--- src/sv/lrs_pkg.sv ---
// Shared widths, event codes, register indexes and reset values for the
// link reconnect supervisor. No dependencies.
`default_nettype none

package lrs_pkg;

    localparam int unsigned TYPE_W    = 4;
    localparam int unsigned TIME_W    = 32;
    localparam int unsigned BACKOFF_W = 17;
    localparam int unsigned CFG_IDX_W = 3;
    localparam int unsigned CFG_DAT_W = 32;
    localparam int unsigned CNT_W     = 8;
    localparam int unsigned LIM16_W   = 16;

    localparam logic [TYPE_W-1:0] EVT_POLL      = 4'd0;
    localparam logic [TYPE_W-1:0] EVT_CONNECTED = 4'd1;
    localparam logic [TYPE_W-1:0] EVT_DISCONN   = 4'd2;
    localparam logic [TYPE_W-1:0] EVT_ERROR     = 4'd3;
    localparam logic [TYPE_W-1:0] EVT_READY     = 4'd4;
    localparam logic [TYPE_W-1:0] EVT_SEND_OK   = 4'd5;
    localparam logic [TYPE_W-1:0] EVT_SEND_FAIL = 4'd6;
    localparam logic [TYPE_W-1:0] EVT_LINK_UP   = 4'd7;
    localparam logic [TYPE_W-1:0] EVT_LINK_DOWN = 4'd8;

    localparam logic [CFG_IDX_W-1:0] CFG_BACKOFF_INIT = 3'd0;
    localparam logic [CFG_IDX_W-1:0] CFG_BACKOFF_MAX  = 3'd1;
    localparam logic [CFG_IDX_W-1:0] CFG_READY_TMO    = 3'd2;
    localparam logic [CFG_IDX_W-1:0] CFG_CONNECT_TMO  = 3'd3;
    localparam logic [CFG_IDX_W-1:0] CFG_SEND_LIMIT   = 3'd4;
    localparam logic [CFG_IDX_W-1:0] CFG_PREFAIL_LIM  = 3'd5;

    localparam logic [LIM16_W-1:0]   RST_BACKOFF_INIT = 16'd2000;
    localparam logic [LIM16_W-1:0]   RST_BACKOFF_MAX  = 16'd30000;
    localparam logic [TIME_W-1:0]    RST_READY_TMO    = 32'd15000;
    localparam logic [TIME_W-1:0]    RST_CONNECT_TMO  = 32'd10000;
    localparam logic [CNT_W-1:0]     RST_SEND_LIMIT   = 8'd3;
    localparam logic [CNT_W-1:0]     RST_PREFAIL_LIM  = 8'd3;
    localparam logic [BACKOFF_W-1:0] RST_BACKOFF      = 17'd2000;
    localparam logic [CNT_W-1:0]     STREAK_MAX       = 8'd255;

    typedef struct packed {
        logic [TYPE_W-1:0] req_type;
        logic [TIME_W-1:0] now_ms;
        logic              link_up;
        logic              service_enabled;
        logic              socket_open;
    } t_req;

    typedef struct packed {
        logic                 ready_out;
        logic                 do_disconnect;
        logic                 do_connect;
        logic                 do_link_rebuild;
        logic                 do_discard_tx;
        logic                 do_new_session;
        logic                 do_notify_stop;
        logic                 do_bump_generation;
        logic [BACKOFF_W-1:0] backoff_now;
    } t_rsp;

endpackage

`default_nettype wire

--- src/sv/lrs_req_if.sv ---
// Event channel: valid/ready handshake with the event payload.
// Depends on lrs_pkg.
`default_nettype none

interface lrs_req_if
    import lrs_pkg::*;
();
    logic              valid;
    logic              ready;
    logic [TYPE_W-1:0] req_type;
    logic [TIME_W-1:0] now_ms;
    logic              link_up;
    logic              service_enabled;
    logic              socket_open;

    modport source (
        output valid, req_type, now_ms, link_up, service_enabled, socket_open,
        input  ready
    );
    modport sink (
        input  valid, req_type, now_ms, link_up, service_enabled, socket_open,
        output ready
    );
endinterface

`default_nettype wire

--- src/sv/lrs_rsp_if.sv ---
// Result channel: valid/ready handshake with ready flag, action pulses
// and backoff. Depends on lrs_pkg.
`default_nettype none

interface lrs_rsp_if
    import lrs_pkg::*;
();
    logic                 valid;
    logic                 ready;
    logic                 ready_out;
    logic                 do_disconnect;
    logic                 do_connect;
    logic                 do_link_rebuild;
    logic                 do_discard_tx;
    logic                 do_new_session;
    logic                 do_notify_stop;
    logic                 do_bump_generation;
    logic [BACKOFF_W-1:0] backoff_now;

    modport source (
        output valid, ready_out, do_disconnect, do_connect, do_link_rebuild,
               do_discard_tx, do_new_session, do_notify_stop,
               do_bump_generation, backoff_now,
        input  ready
    );
    modport sink (
        input  valid, ready_out, do_disconnect, do_connect, do_link_rebuild,
               do_discard_tx, do_new_session, do_notify_stop,
               do_bump_generation, backoff_now,
        output ready
    );
endinterface

`default_nettype wire

--- src/sv/link_reconnect_supervisor.sv ---
// An accepted item passes through the input register, then the result register.
// Throughput: one item per cycle while the result side does not stall; a
// stalled result holds at most one extra item in the input register.
// Reset (synchronous, active low) clears supervisor state to none/zero,
// backoff to 2000 ms and the configuration registers to their defaults.
// Depends on lrs_pkg, lrs_req_if, lrs_rsp_if.
`default_nettype none

module link_reconnect_supervisor
    import lrs_pkg::*;
(
    input  wire                 i_clk,
    input  wire                 i_rst_n,
    lrs_req_if.sink             i_req,
    lrs_rsp_if.source           o_rsp,
    input  wire                 i_cfg_we,
    input  wire [CFG_IDX_W-1:0] i_cfg_idx,
    input  wire [CFG_DAT_W-1:0] i_cfg_wdata
);

    // configuration
    logic [LIM16_W-1:0] r_cfg_backoff_init;
    logic [LIM16_W-1:0] r_cfg_backoff_max;
    logic [TIME_W-1:0]  r_cfg_ready_tmo;
    logic [TIME_W-1:0]  r_cfg_connect_tmo;
    logic [CNT_W-1:0]   r_cfg_send_limit;
    logic [CNT_W-1:0]   r_cfg_prefail_lim;

    always_ff @(posedge i_clk) begin
        if (!i_rst_n) begin
            r_cfg_backoff_init <= RST_BACKOFF_INIT;
            r_cfg_backoff_max  <= RST_BACKOFF_MAX;
            r_cfg_ready_tmo    <= RST_READY_TMO;
            r_cfg_connect_tmo  <= RST_CONNECT_TMO;
            r_cfg_send_limit   <= RST_SEND_LIMIT;
            r_cfg_prefail_lim  <= RST_PREFAIL_LIM;
        end else if (i_cfg_we) begin
            unique case (i_cfg_idx)
                CFG_BACKOFF_INIT: r_cfg_backoff_init <= i_cfg_wdata[LIM16_W-1:0];
                CFG_BACKOFF_MAX:  r_cfg_backoff_max  <= i_cfg_wdata[LIM16_W-1:0];
                CFG_READY_TMO:    r_cfg_ready_tmo    <= i_cfg_wdata[TIME_W-1:0];
                CFG_CONNECT_TMO:  r_cfg_connect_tmo  <= i_cfg_wdata[TIME_W-1:0];
                CFG_SEND_LIMIT:   r_cfg_send_limit   <= i_cfg_wdata[CNT_W-1:0];
                CFG_PREFAIL_LIM:  r_cfg_prefail_lim  <= i_cfg_wdata[CNT_W-1:0];
                default: ;
            endcase
        end
    end

    // handshake
    logic r_in_valid;
    t_req r_in;
    logic r_out_valid;
    t_rsp r_out;
    logic advance;

    assign advance     = r_in_valid && (!r_out_valid || o_rsp.ready);
    assign i_req.ready = !r_in_valid || advance;

    always_ff @(posedge i_clk) begin
        if (!i_rst_n) begin
            r_in_valid <= 1'b0;
        end else if (i_req.ready) begin
            r_in_valid <= i_req.valid;
        end
    end

    always_ff @(posedge i_clk) begin
        if (i_req.valid && i_req.ready) begin
            r_in.req_type        <= i_req.req_type;
            r_in.now_ms          <= i_req.now_ms;
            r_in.link_up         <= i_req.link_up;
            r_in.service_enabled <= i_req.service_enabled;
            r_in.socket_open     <= i_req.socket_open;
        end
    end

    // supervisor state
    logic                 r_is_ready,     n_is_ready;
    logic [TIME_W-1:0]    r_connected_at, n_connected_at;
    logic [TIME_W-1:0]    r_attempt,      n_attempt;
    logic [TIME_W-1:0]    r_last_attempt, n_last_attempt;
    logic [BACKOFF_W-1:0] r_backoff,      n_backoff;
    logic [CNT_W-1:0]     r_send_fail,    n_send_fail;
    logic [CNT_W-1:0]     r_prefail,      n_prefail;
    logic                 r_self_closed,  n_self_closed;
    t_rsp                 n_out;

    // shared pre-ready failure update
    logic [CNT_W-1:0]     pf_inc;
    logic                 pf_rebuild;
    logic [CNT_W-1:0]     pf_cnt;
    logic [BACKOFF_W:0]   pf_dbl;
    logic [BACKOFF_W-1:0] pf_backoff;
    logic [BACKOFF_W-1:0] bmax_ext;
    logic [BACKOFF_W-1:0] binit_ext;
    logic [CNT_W-1:0]     sf_inc;
    logic [TIME_W-1:0]    el_conn, el_att, el_last;
    logic [TIME_W-1:0]    att_seen;

    assign bmax_ext  = {1'b0, r_cfg_backoff_max};
    assign binit_ext = {1'b0, r_cfg_backoff_init};
    assign pf_inc    = (r_prefail < STREAK_MAX) ? r_prefail + 1'b1 : r_prefail;
    assign pf_rebuild = (pf_inc >= r_cfg_prefail_lim);
    assign pf_cnt    = pf_rebuild ? '0 : pf_inc;
    assign pf_dbl    = {r_backoff, 1'b0};

    always_comb begin
        pf_backoff = r_backoff;
        if (r_backoff < bmax_ext) begin
            pf_backoff = (pf_dbl > {1'b0, bmax_ext}) ? bmax_ext
                                                      : pf_dbl[BACKOFF_W-1:0];
        end
    end

    assign sf_inc  = (r_send_fail < STREAK_MAX) ? r_send_fail + 1'b1 : r_send_fail;
    assign el_conn = r_in.now_ms - r_connected_at;
    assign el_att  = r_in.now_ms - r_attempt;
    assign el_last = r_in.now_ms - r_last_attempt;
    // a ready link that drops its socket clears the attempt stamp first
    assign att_seen = r_is_ready ? '0 : r_attempt;

    always_comb begin
        n_is_ready     = r_is_ready;
        n_connected_at = r_connected_at;
        n_attempt      = r_attempt;
        n_last_attempt = r_last_attempt;
        n_backoff      = r_backoff;
        n_send_fail    = r_send_fail;
        n_prefail      = r_prefail;
        n_self_closed  = r_self_closed;
        n_out          = '0;

        unique case (r_in.req_type)
            EVT_POLL: begin
                if (!r_in.link_up) begin
                    if (r_is_ready) begin
                        n_is_ready = 1'b0;
                        n_connected_at = '0;
                        n_attempt = '0;
                        n_out.do_notify_stop = 1'b1;
                    end
                end else if (!r_in.service_enabled) begin
                end else if (r_in.socket_open && r_is_ready) begin
                    n_attempt = '0;
                end else if (r_in.socket_open) begin
                    if (r_connected_at != '0 && el_conn > r_cfg_ready_tmo) begin
                        n_prefail = pf_cnt;
                        n_backoff = pf_backoff;
                        n_out.do_link_rebuild = pf_rebuild;
                        n_out.do_disconnect = 1'b1;
                        n_out.do_notify_stop = 1'b1;
                        n_is_ready = 1'b0;
                        n_connected_at = '0;
                        n_attempt = '0;
                    end
                end else begin
                    if (r_is_ready) begin
                        n_is_ready = 1'b0;
                        n_connected_at = '0;
                        n_attempt = '0;
                        n_out.do_notify_stop = 1'b1;
                    end
                    if (att_seen != '0) begin
                        if (el_att > r_cfg_connect_tmo) begin
                            n_prefail = pf_cnt;
                            n_backoff = pf_backoff;
                            n_out.do_link_rebuild = pf_rebuild;
                            n_out.do_disconnect = 1'b1;
                            n_out.do_notify_stop = 1'b1;
                            n_is_ready = 1'b0;
                            n_connected_at = '0;
                            n_attempt = '0;
                        end
                    end else if (r_last_attempt != '0 &&
                                 el_last < {{(TIME_W-BACKOFF_W){1'b0}}, r_backoff}) begin
                    end else begin
                        n_last_attempt = r_in.now_ms;
                        n_attempt = r_in.now_ms;
                        n_self_closed = 1'b1;
                        n_is_ready = 1'b0;
                        n_connected_at = '0;
                        n_out.do_disconnect = 1'b1;
                        n_out.do_new_session = 1'b1;
                        n_out.do_connect = 1'b1;
                    end
                end
            end
            EVT_CONNECTED: begin
                n_is_ready = 1'b0;
                n_connected_at = r_in.now_ms;
            end
            EVT_DISCONN, EVT_ERROR: begin
                n_self_closed = 1'b0;
                if (!r_is_ready && !r_self_closed) begin
                    n_prefail = pf_cnt;
                    n_backoff = pf_backoff;
                    n_out.do_link_rebuild = pf_rebuild;
                end
                n_is_ready = 1'b0;
                n_connected_at = '0;
                n_attempt = '0;
                n_out.do_notify_stop = 1'b1;
                n_out.do_discard_tx = 1'b1;
            end
            EVT_READY: begin
                n_backoff = binit_ext;
                n_attempt = '0;
                n_send_fail = '0;
                n_prefail = '0;
                n_is_ready = 1'b1;
            end
            EVT_SEND_OK: begin
                n_send_fail = '0;
            end
            EVT_SEND_FAIL: begin
                n_send_fail = sf_inc;
                if (sf_inc >= r_cfg_send_limit) begin
                    n_send_fail = '0;
                    n_self_closed = 1'b1;
                    n_is_ready = 1'b0;
                    n_connected_at = '0;
                    n_attempt = '0;
                    n_last_attempt = '0;
                    n_out.do_discard_tx = 1'b1;
                    n_out.do_disconnect = 1'b1;
                    n_out.do_notify_stop = 1'b1;
                    n_out.do_new_session = 1'b1;
                end
            end
            EVT_LINK_UP: begin
                n_backoff = binit_ext;
                n_last_attempt = '0;
                n_send_fail = '0;
                n_prefail = '0;
                n_is_ready = 1'b0;
                n_connected_at = '0;
                n_attempt = '0;
                n_out.do_notify_stop = 1'b1;
            end
            EVT_LINK_DOWN: begin
                n_send_fail = '0;
                n_self_closed = 1'b1;
                n_is_ready = 1'b0;
                n_connected_at = '0;
                n_attempt = '0;
                n_last_attempt = '0;
                n_out.do_bump_generation = 1'b1;
                n_out.do_discard_tx = 1'b1;
                n_out.do_disconnect = 1'b1;
                n_out.do_notify_stop = 1'b1;
                n_out.do_new_session = 1'b1;
            end
            default: ;
        endcase

        n_out.ready_out   = n_is_ready;
        n_out.backoff_now = n_backoff;
    end

    always_ff @(posedge i_clk) begin
        if (!i_rst_n) begin
            r_is_ready     <= 1'b0;
            r_connected_at <= '0;
            r_attempt      <= '0;
            r_last_attempt <= '0;
            r_backoff      <= RST_BACKOFF;
            r_send_fail    <= '0;
            r_prefail      <= '0;
            r_self_closed  <= 1'b0;
        end else if (advance) begin
            r_is_ready     <= n_is_ready;
            r_connected_at <= n_connected_at;
            r_attempt      <= n_attempt;
            r_last_attempt <= n_last_attempt;
            r_backoff      <= n_backoff;
            r_send_fail    <= n_send_fail;
            r_prefail      <= n_prefail;
            r_self_closed  <= n_self_closed;
        end
    end

    // result register
    always_ff @(posedge i_clk) begin
        if (!i_rst_n) begin
            r_out_valid <= 1'b0;
        end else if (advance) begin
            r_out_valid <= 1'b1;
        end else if (o_rsp.ready) begin
            r_out_valid <= 1'b0;
        end
    end

    always_ff @(posedge i_clk) begin
        if (advance) begin
            r_out <= n_out;
        end
    end

    assign o_rsp.valid              = r_out_valid;
    assign o_rsp.ready_out          = r_out.ready_out;
    assign o_rsp.do_disconnect      = r_out.do_disconnect;
    assign o_rsp.do_connect         = r_out.do_connect;
    assign o_rsp.do_link_rebuild    = r_out.do_link_rebuild;
    assign o_rsp.do_discard_tx      = r_out.do_discard_tx;
    assign o_rsp.do_new_session     = r_out.do_new_session;
    assign o_rsp.do_notify_stop     = r_out.do_notify_stop;
    assign o_rsp.do_bump_generation = r_out.do_bump_generation;
    assign o_rsp.backoff_now        = r_out.backoff_now;

endmodule

`default_nettype wire

--- src/flat_wrapper.sv ---
// flat-port wrapper written by rule: the top's interface ports become plain ports
module link_reconnect_supervisor_flat import lrs_pkg::*;
  (i_clk, i_rst_n, i_cfg_we, i_cfg_idx, i_cfg_wdata, i_req_valid, i_req_req_type, i_req_now_ms, i_req_link_up, i_req_service_enabled, i_req_socket_open, i_req_ready, o_rsp_valid, o_rsp_ready_out, o_rsp_do_disconnect, o_rsp_do_connect, o_rsp_do_link_rebuild, o_rsp_do_discard_tx, o_rsp_do_new_session, o_rsp_do_notify_stop, o_rsp_do_bump_generation, o_rsp_backoff_now, o_rsp_ready);
  lrs_req_if i_req_i ();
  lrs_rsp_if o_rsp_i ();
  input  wire i_clk;
  input  wire i_rst_n;
  input  wire i_cfg_we;
  input  wire [CFG_IDX_W-1:0] i_cfg_idx;
  input  wire [CFG_DAT_W-1:0] i_cfg_wdata;
  input wire logic [$bits(i_req_i.valid)-1:0] i_req_valid;
  input wire logic [$bits(i_req_i.req_type)-1:0] i_req_req_type;
  input wire logic [$bits(i_req_i.now_ms)-1:0] i_req_now_ms;
  input wire logic [$bits(i_req_i.link_up)-1:0] i_req_link_up;
  input wire logic [$bits(i_req_i.service_enabled)-1:0] i_req_service_enabled;
  input wire logic [$bits(i_req_i.socket_open)-1:0] i_req_socket_open;
  output wire logic [$bits(i_req_i.ready)-1:0] i_req_ready;
  output wire logic [$bits(o_rsp_i.valid)-1:0] o_rsp_valid;
  output wire logic [$bits(o_rsp_i.ready_out)-1:0] o_rsp_ready_out;
  output wire logic [$bits(o_rsp_i.do_disconnect)-1:0] o_rsp_do_disconnect;
  output wire logic [$bits(o_rsp_i.do_connect)-1:0] o_rsp_do_connect;
  output wire logic [$bits(o_rsp_i.do_link_rebuild)-1:0] o_rsp_do_link_rebuild;
  output wire logic [$bits(o_rsp_i.do_discard_tx)-1:0] o_rsp_do_discard_tx;
  output wire logic [$bits(o_rsp_i.do_new_session)-1:0] o_rsp_do_new_session;
  output wire logic [$bits(o_rsp_i.do_notify_stop)-1:0] o_rsp_do_notify_stop;
  output wire logic [$bits(o_rsp_i.do_bump_generation)-1:0] o_rsp_do_bump_generation;
  output wire logic [$bits(o_rsp_i.backoff_now)-1:0] o_rsp_backoff_now;
  input wire logic [$bits(o_rsp_i.ready)-1:0] o_rsp_ready;
  assign i_req_i.valid = i_req_valid;
  assign i_req_i.req_type = i_req_req_type;
  assign i_req_i.now_ms = i_req_now_ms;
  assign i_req_i.link_up = i_req_link_up;
  assign i_req_i.service_enabled = i_req_service_enabled;
  assign i_req_i.socket_open = i_req_socket_open;
  assign i_req_ready = i_req_i.ready;
  assign o_rsp_valid = o_rsp_i.valid;
  assign o_rsp_ready_out = o_rsp_i.ready_out;
  assign o_rsp_do_disconnect = o_rsp_i.do_disconnect;
  assign o_rsp_do_connect = o_rsp_i.do_connect;
  assign o_rsp_do_link_rebuild = o_rsp_i.do_link_rebuild;
  assign o_rsp_do_discard_tx = o_rsp_i.do_discard_tx;
  assign o_rsp_do_new_session = o_rsp_i.do_new_session;
  assign o_rsp_do_notify_stop = o_rsp_i.do_notify_stop;
  assign o_rsp_do_bump_generation = o_rsp_i.do_bump_generation;
  assign o_rsp_backoff_now = o_rsp_i.backoff_now;
  assign o_rsp_i.ready = o_rsp_ready;
  link_reconnect_supervisor u_core (.i_clk(i_clk), .i_rst_n(i_rst_n), .i_req(i_req_i), .o_rsp(o_rsp_i), .i_cfg_we(i_cfg_we), .i_cfg_idx(i_cfg_idx), .i_cfg_wdata(i_cfg_wdata));
endmodule
--- config.mk ---
export PLATFORM = sky130hd
export DESIGN_NAME = link_reconnect_supervisor_flat
export DESIGN_NICKNAME = d
export VERILOG_FILES = /design/src/sv/lrs_pkg.sv /design/src/sv/lrs_req_if.sv /design/src/sv/lrs_rsp_if.sv /design/src/sv/link_reconnect_supervisor.sv /design/src/flat_wrapper.sv
export SDC_FILE = /design/constraint.sdc
export NUM_CORES = 1
export LEC_CHECK = 0
export ABC_AREA = 1
export ABC_CLOCK_PERIOD_IN_PS = 6100
export BUFFER_PORTS_ARGS = -buffer_cell sky130_fd_sc_hd__buf_2
export CAP_MARGIN = 10
export CORE_MARGIN = 1.5
export CORE_UTILIZATION = 51
export CTS_CLUSTER_DIAMETER = 150
export DETAILED_ROUTE_END_ITERATION = 12
export HOLD_SLACK_MARGIN = 0.03
export MAX_ROUTING_LAYER = met4
export PLACE_DENSITY = 0.68
export SYNTH_ARGS = -nofsm -noshare
export SYNTH_HDL_FRONTEND = slang
export SYNTH_SLANG_ARGS = --single-unit
--- constraint.sdc ---
create_clock -name i_clk -period 6.1 [get_ports i_clk]
set_clock_uncertainty 0.05 [all_clocks]
set_input_delay 0.305 -clock i_clk [delete_from_list [all_inputs] [get_ports i_clk]]
set_output_delay 0.305 -clock i_clk [all_outputs]
set_load 0.01 [all_outputs]
==> flow_summary.yaml <==
floorplanning:
  die_w_um: 215
  fp.coreArea_mm2: 0.0443
  start_util: 0.517
  dieArea_mm2: 0.0462
  io-pin-count: 106
  num_rows: 77
  fp.dieH_um: 215
timing:
  setup_viol: 0
  fmax_mhz: 179
  fin_setup_tns_ns: 0
  setup_ws_ns: 0.516
  relSlewSlack: 0.174
  tightestPinTransition_ns: 1.24
  fin_crit_ns: 5.58
  post-route-period-util: 0.915
  maxSlewViolCount: 0
  rsz0062_at_grt: "no"
  holdWs_ns: 0.0537
  hold_viol: 0
finish:
  instances_no_fill: 4113
  layout.nets: 3793
  final_area_mm2: 0.0258
  final.fill_count: 4154
  final_core_util: 0.583
  syn_to_final_growth_pct: 12.6
  final_cell_mix: "785 x nand2_1, 476 x inv_1, 395 x a21oi_1"
  final_common_cell: "nand2_1"
  drive_gt1_frac: 0.0920
setup_path:
  end_kind: "flip-flop"
  slowest_delay_ns: 0.56
  reg2reg_slack_ns: 0.52
  cp_num_buf_inv: 1
  cp.required_ns: 6.37
  crit_family: "simple AND/OR/NAND/NOR gates"
  slowest_stage: "edfxtp_1"
  cp_common_cell: "nand2_1"
  worst_ep_arrival_time_ns: 5.85
  crit_fanout: 12
  start_kind: "flip-flop"
  startpoint: "u_core.r_in[8]"
  r2r_start: "u_core.r_in[8]"
  critical_path_class: "reg -> reg"
power:
  cellPowerDensity_mw_per_mm2: 247
  p_int_mw: 4.24
  p_total_mw: 6.38
  pwr-share-seq: 0.353
  switching_share: 0.336
  p_sw_mw: 2.14
  ir_drop_uv: 213
  pwr-share-comb: 0.265
  clockPowerShare: 0.381
  leakage_nw: 12.0
yosys:
  synth_edf_count: 64
  synth_flop_cell: "dfxtp_1"
  ys_async_sr_fraction: 0
  synth_nets: 3669
  syn_area_mm2: 0.0229
  ys_seq_elements: 309
  avgSynthCellArea_um2: 6.81
  netlist_instances: 3366
  ys_types: 59
  synth.yosys.seq_area_share: 0.298
  ys_warn_count: 0
place:
  dp_cells: 3983
  io_buffers: 105
  place_congestion: 1.01
  placed_cell_area_mm2: 0.0239
  dp_hpwl_mm: 57.4
  dp_slack_ns: 0.498
clock_tree:
  clock_latency_ns: 0.57
  clock-sinks: 309
  cts_root_buf: "clkbuf_16"
  cts_tree: "yes"
  clkTransAtPathRegs_ns: 0.06
  numCtsBuffers: 38
  htreeDepth: 2
  ctsLongestPathBuffers: 3
detailed_routing:
  num_vias: 22965
  firstDrtPassIters: 6
  wirelength_mm: 76.1
  routedWlPerCell_um: 18.5
  routed_via_density: 5.58
  antenna_left: 0
  drcViolationCount: 0
  drt_iter0_drc: 2107
global_routing:
  grt_pass1_vias: 21922
  grt_overflow: 0
  grt_pass1_wl_mm: 119
  grt_antenna_before_repair: 3
  track_usage: 0.334
  grt_max_degree: 108
run:
  drv_cap: 0
worst_hold_path:
  hp-start: "i_cfg_wdata[8]"
  min_path_type: "in -> reg"
run_status:
  status: "complete, no violations"
worst reg2reg max path: stages, from the launching register on:
cell and delay [ns]:
edfxtp_1 0.56, ha_1 0.45, nand2_1 0.10, nor3_1 0.15, nand2_1 0.07, o211ai_1 0.15, a21boi_1 0.18, o21ai_0 0.29
a21boi_0 0.20, o21ai_0 0.33, a21oi_1 0.18, o21bai_1 0.19, xor2_1 0.10, ha_1 0.33, nand4_1 0.11, inv_1 0.08
nand4_1 0.19, nor3_1 0.26, nand2_1 0.08, nand2_1 0.11, nand2_1 0.08, nand2_2 0.21, nand3_2 0.20, nand2_1 0.12
nand3_2 0.29, nand2_1 0.18, nand3_2 0.09
registers in the layout (all words and copies together) (netlist names), 16 cells and up:
signal	cells
u_core.o_rsp.backoff_now	17
u_core.r_attempt	32
u_core.r_backoff	17
u_core.r_cfg_backoff_init	16
u_core.r_cfg_backoff_max	16
u_core.r_cfg_connect_tmo	32
u_core.r_cfg_ready_tmo	32
u_core.r_connected_at	32
u_core.r_in	39
u_core.r_last_attempt	32
power groups by stage:
stage	combinational (mW)	sequential (mW)	clock [mW]
after floorplan	1.18	2.27	0
after global placement	1.58	2.29	0
after detailed placement	1.62	2.30	0
after CTS	1.66	2.25	2.45
after global routing	1.89	2.26	2.53
final	1.69	2.26	2.43
what timing repair did:
action / CTS / global route
resized for setup: 0 / 2
hold endpoints to repair: 74 / 0
setup buffers: 0 / 0
hold buffers: 59 / 0
setup endpoints to repair: 0 / 21
cells in the mapped netlist (34+ instances only):
| cell | number | area share |
|---|---|---|
| nand3_1 | 128 | 0.028 |
| nand2_1 | 786 | 0.13 |
| nor2_1 | 315 | 0.052 |
| dfxtp_1 | 245 | 0.21 |
| nand2_2 | 34 | 0.0093 |
| inv_1 | 477 | 0.078 |
| edfxtp_1 | 64 | 0.084 |
| xor2_1 | 60 | 0.023 |
| o21ai_0 | 166 | 0.036 |
| ha_1 | 221 | 0.12 |
| a21oi_1 | 397 | 0.087 |
| clkbuf_1 | 88 | 0.014 |
| nand4_1 | 77 | 0.021 |
metal layers:
layer / up-vias / GRT usage / routed length (um)
met3: 200 / 0.0447 / 5650
met1: 10597 / 0.419 / 32200
li1: 11295 / - / -
met5: - / - / 0
met4: 0 / 0.134 / 3360
met2: 873 / 0.543 / 34900
final cells by class:
class                      instances  area [um2]  share of cell area
sequential                       309        6830               0.264
timing repair buffer             200        1390              0.0538
antenna                            1        2.50           0.0000969
multi-input combinational       2446       13700               0.530
tap                              592         741              0.0287
clock buffer                      54        1100              0.0427
inverter                         495        1860              0.0720
clock inverter                    16         229             0.00887
kinds of logic (layout without fill, tap and decap cells):
family,after synthesis,count (layout),share of synthesized area
and+or+nand+nor,1440,1440,0.271
AOI/OAI and AO/OA,692,692,0.167
buffers and inverters,611,765,0.107
DFF,309,309,0.298
adders and majority gates,224,224,0.123
xor gates and xnor gates,89,89,0.0340
muxes,1,1,0.000491
other,0,1,0
final timing paths:
path,end,depth (start not counted)
worst max register to register,u_core.o_rsp.backoff_now[4],26
worst min-delay path,u_core.r_cfg_backoff_max[8],3
worst max-delay path,u_core.o_rsp.backoff_now[4],26
worst min register to register,u_core.r_cfg_backoff_init[12],2
No activity file was read; power rests on OpenSTA's default activity.
